**src/rtl/etst_pkg.sv**
```systemverilog
// shared types, constants and codes for the event timing statistics table
package etst_pkg;

	localparam int NUM_ENTRIES_DEF = 32;
	localparam int ENTRY_W = 5;
	localparam int OP_W = 2;
	localparam int DATA_W = 32;
	localparam int HIST_DEPTH = 4;
	localparam logic [DATA_W-1:0] USEC_PER_SEC = 32'd1000000;
	localparam logic [DATA_W-1:0] TPS_RESET = 32'd1000000;

	localparam logic [OP_W-1:0] OP_START = 2'd0;
	localparam logic [OP_W-1:0] OP_FINISH = 2'd1;
	localparam logic [OP_W-1:0] OP_INCR = 2'd2;

	typedef struct packed {
		logic [OP_W-1:0] op;
		logic [ENTRY_W-1:0] entry;
		logic [DATA_W-1:0] timestamp;
	} in_item_t;

	typedef struct packed {
		logic [DATA_W-1:0] min_value;
		logic [DATA_W-1:0] max_value;
		logic [DATA_W-1:0] average;
		logic [DATA_W-1:0] event_count;
		logic updated;
	} out_item_t;

	// controller to datapath
	typedef struct packed {
		logic load;     // capture input item, start memory read
		logic prep;     // evaluate read data: elapsed time and window overrun
		logic div_start;
		logic commit;   // write back and form result
	} dp_cmd_t;

	// datapath to controller
	typedef struct packed {
		logic need_div;
		logic div_done;
	} dp_sts_t;

endpackage

```
**src/rtl/etst_ctrl.sv**
```systemverilog
// sequencer for read, evaluate, divide and write back of one item
module etst_ctrl (
	input  logic                clk,
	input  logic                arst_n,
	input  logic                in_valid,
	output logic                in_ready,
	output logic                out_valid,
	input  logic                out_ready,
	output etst_pkg::dp_cmd_t   cmd,
	input  etst_pkg::dp_sts_t   sts
);
	localparam logic [2:0] S_IDLE = 3'd0;
	localparam logic [2:0] S_READ = 3'd1;
	localparam logic [2:0] S_PREP = 3'd2;
	localparam logic [2:0] S_DIV = 3'd3;
	localparam logic [2:0] S_COMMIT = 3'd4;

	logic [2:0] state_q;
	logic out_valid_q;
	logic free;

	// result register frees as soon as it is taken
	assign free = !out_valid_q || out_ready;
	assign in_ready = (state_q == S_IDLE);
	assign out_valid = out_valid_q;

	always_comb begin
		cmd = '0;
		cmd.load = in_valid && in_ready;
		cmd.prep = (state_q == S_READ);
		cmd.div_start = (state_q == S_PREP) && sts.need_div;
		cmd.commit = (state_q == S_COMMIT) && free;
	end

	always_ff @(posedge clk or negedge arst_n) begin
		if (!arst_n) begin
			state_q <= S_IDLE;
			out_valid_q <= 1'b0;
		end else begin
			if (out_valid_q && out_ready) begin
				out_valid_q <= 1'b0;
			end
			case (state_q)
				S_IDLE: if (in_valid) state_q <= S_READ;
				S_READ: state_q <= S_PREP;
				S_PREP: state_q <= sts.need_div ? S_DIV : S_COMMIT;
				S_DIV: if (sts.div_done) state_q <= S_COMMIT;
				S_COMMIT: begin
					if (free) begin
						out_valid_q <= 1'b1;
						state_q <= S_IDLE;
					end
				end
				default: state_q <= S_IDLE;
			endcase
		end
	end
endmodule

```
**config.mk**
```make
export PLATFORM = sky130hd
export DESIGN_NAME = etst_ctrl
export DESIGN_NICKNAME = d
export VERILOG_FILES = /design/src/rtl/etst_pkg.sv /design/src/rtl/etst_ctrl.sv
export SDC_FILE = /design/constraint.sdc
export NUM_CORES = 1
export LEC_CHECK = 0
export BUFFER_PORTS_ARGS = -buffer_cell sky130_fd_sc_hd__buf_2
export CORE_AREA = 5 5 42 44
export DETAILED_ROUTE_END_ITERATION = 16
export DIE_AREA = 0 0 47 49
export GPL_TIMING_DRIVEN = 0
export SLEW_MARGIN = 20
export SYNTH_ARGS = -nofsm -noshare
export SYNTH_HDL_FRONTEND = slang
export SYNTH_SLANG_ARGS = --single-unit
```
**constraint.sdc**
```tcl
create_clock -name clk -period 2.23 [get_ports clk]
set_clock_uncertainty 0.15 [all_clocks]
set_input_delay 0.223 -clock clk [delete_from_list [all_inputs] [get_ports clk]]
set_output_delay 0.223 -clock clk [all_outputs]
set_load 0.01 [all_outputs]
```
**Word-level counts from Yosys, hierarchy flattened**

Cells that the tools add are included.

- Bits of input ports: 6
- Word-level logic and storage cells: 25
- Flip-flop bits (word level): 4
- Output and inout bits: 6

- Reduce and logical (&&, ||, !) cells: 8
- Equality and inequality tests: 7
- Muxes and demuxes: 8

Operators by type and width:

| operator | number |
|---|---|
| 3-bit one-hot mux with 5 select lines | 1 |
| 3-bit 2-to-1 mux | 4 |
| 3-bit by 2-bit equality test with 1-bit output (second input constant) | 2 |
| 2-bit inequality test (second input constant) | 3 |
| 1-bit logical AND | 4 |
| 3-bit by 1-bit equality test with 1-bit output (second input constant) | 1 |
| 3-bit equality test (second input constant) | 1 |
| 3-bit zero test | 1 |
| 1-bit 2-to-1 mux | 3 |
| 3-bit AND reduction | 1 |
| 1-bit zero test | 1 |
| 1-bit logical OR | 1 |

**Logic depth before layout (Yosys ltp)**

- Depth after elaboration: 4
- Mapped depth: 4
- Depth with buffers taken out: 3

**Worst setup path before layout**

Ideal clock, no wire load.

- Path kind: reg-to-output
- Start: register state_q[1]
- End: output port cmd[3] (netlist bit)
- Setup slack: 0.881 ns
- Data required time: 1.857 ns
- Arrival time: 0.976 ns
- Buffers on the path: 1
- Cell stages (with the launch flop): 4
- Path through: dfrtp_1 > buf_4 > nor3_2 > and2_1

RTL lines:

| element | RTL line | text |
|---|---|---|
| from (decl) | etst_ctrl.sv:18 | `logic [2:0] state_q;` |
| from (signal assigned) | etst_ctrl.sv:46 | `S_PREP: state_q <= sts.need_div ? S_DIV : S_COMMIT;` |
| to (decl) | etst_ctrl.sv:9 | `output etst_pkg::dp_cmd_t cmd,` |

==> impl_metrics.ini <==
[cts]
path_clk_slew_ps = 40
clock_latency_ps = 240
clock_sinks = 4
clockBufferDepth = 2
cts-htree-levels = 1
cts_resized = 0
root_buffer = clkbuf_4
cts_tree = yes
cts_made_buffers = 3

[floorplanning]
core_area_mm2 = 0.00140
io_pins = 12
dieArea_mm2 = 0.00230
start_util_pct = 18.8
die_x_um = 47
rows = 14
die_y_um = 49

[timing]
finalSetupTns_ps = 0
fin_crit_ps = 1600
worst_slew_pin_slew_ps = 295
timing.final.crit_share_pct = 71.5
rsz0062_at_grt = no
fin_hold_ws_ps = 70.4
slew_violations = 0
max_slew_margin_pct = 80.0
timing.final.ws_setup_ps = 635
clock.fmax_mhz = 627
hold_viol = 0
setup_viol = 0

[logic_synthesis]
yosysMostFrequentCell = dfrtp_1
syn_area_per_cell_um2 = 9.38
synth_top_area_cell = dfrtp_1
synth_ff_type = dfrtp_1
syn_inst = 28
synth-seq-cells = 4
syn-cell-area_um2 = 263
synth_nets = 34
synth_edf_count = 0
synth.distinct_cells = 19
async_reset_ff_share_pct = 100
yosys-top-cells-area = dfrtp_1 (38%), nor4bb_1 (7.6%), a21oi_1 (5.7%)
ys.warnings.count = 0
ys_top_cells_by_count = dfrtp_1 (4), a21oi_1 (3)
ys_seq_area_share_pct = 38.1
yosys.area.top_type_share_pct = 38.1

[setup_path]
cp-end-kind = primary output
worst_setup_path_start_kind = flip-flop
worstPathCellList = buf_4 -> nor2_1 -> nand2_1 -> a21oi_1 -> buf_2
slowest_delay_ps = 390
cpLargestDelayFamily = flip-flops
path_buf_inv = 2
crit_arrival_ps = 1220
cp_data_required_time_ps = 1860
crit_slowest_cell = dfrtp_1
path_class = reg -> out
cp_max_fo = 10

[drt]
routed_wl_um = 580
drt_iter0_drc = 1
dr_total_vias = 255
dr.pass1.iters = 2
drtAntennaViolNets = 0
vias_per_cell = 4.32
drc_errors = 0
wire_per_inst_um = 9.83

[global_routing]
antenna_found_initial = 0
grt_usage_pct = 6.57
grt_first_pass_wirelength_um = 959
grt_max_degree = 11
overflow = 0
grt_pass1_vias = 253

[final_layout]
final_layout_size_suffix_gt1_share_pct = 44.2
nets = 51
antenna_cells = 0
area_growth_pct = 41.0
utilization_pct = 26.4

[min_path]
hold_path.class = in -> reg

[placed_design]
dpl.hpwl_um = 441
portBuffers = 11
dp_slack_ps = 887
gp_congestion = 0.763

[job]
drv_cap = 0

[run_status]
status = finished, final reports clean

[pwr]
p_per_area_mw_per_mm2 = 1370
irDropWorstVdd_uv = 363
power_uw = 506
power.leakage_nw = 0.175
==> cells in the final DEF (no fill, tap or decap), drive strengths merged <==
master / n
buf: 14
dfrtp: 4
a21oi: 3
clkbuf: 3
nor4bb: 2
inv: 2
nor2: 2
a211oi: 2
o21ai: 2
nor3: 1
nor3b: 1
and2: 1
nand2: 1
a311oi: 1
nand4b: 1
nand2b: 1
nor2b: 1
dlygate4sd3: 1
==> stage by stage <==
step / cells / area [um2]
6_report: 59 / 370
4_1_cts: 59 / 370
2_1_floorplan: 28 / 263
3_3_place_gp: 55 / 338
5_1_grt: 59 / 370
3_5_place_dp: 55 / 338
==> area by class of cell <==
type / instances / area, um2
clock buffer: 3 / 22.5
timing repair buffer: 12 / 65.1
inverter: 2 / 7.51
tap: 16 / 20.0
multi-input combinational: 19 / 131
fill: 165 / 1030
sequential: 4 / 100
buffer: 3 / 23.8
==> repair_timing <==
item / CTS / global route
hold endpoints to repair: 4 / 0
hold buffers: 1 / 0
endpoints found under the setup margin: 0 / 0
buffers inserted: 0 / 0
==> worst paths after layout <==
kind                            start          to  slack (ps)  cells past startpoint
min reg2reg                state_q[2]  state_q[1]         380                      2
max reg2reg                state_q[1]  state_q[0]        1080                      3
max                        state_q[1]      cmd[0]         630                      5
min in group asynchronous      arst_n   out_valid         160                      2
min                            sts[0]  state_q[1]          70                      2
max in group asynchronous      arst_n  state_q[2]        1650                      2
==> layer usage <==
layer	track usage [%]	wire length, um	up-vias
met5	0	0	-
met3	3.32	35	4
met1	6.89	260	111
li1	-	-	130
met4	9.68	31	0
met2	7.24	253	10
==> cells by family after synthesis <==
group / count (synthesis) / share of synthesized area [%]
flops: 4 / 38.1
buf+inv: 5 / 11.9
simple gates: 11 / 29.1
compound gates: 8 / 20.9
==> flip-flops by register name, indices dropped and copies added (netlist names) <==
register,flops
out_valid,1
state_q,3
==> where the power goes <==
part           switching, mW  total (mW)  internal, mW
registers             0.0188       0.127         0.108
logic                  0.154       0.289         0.134
clock network         0.0300      0.0902        0.0602
total                  0.203       0.506         0.303
Power figures use the tool's default switching activity.
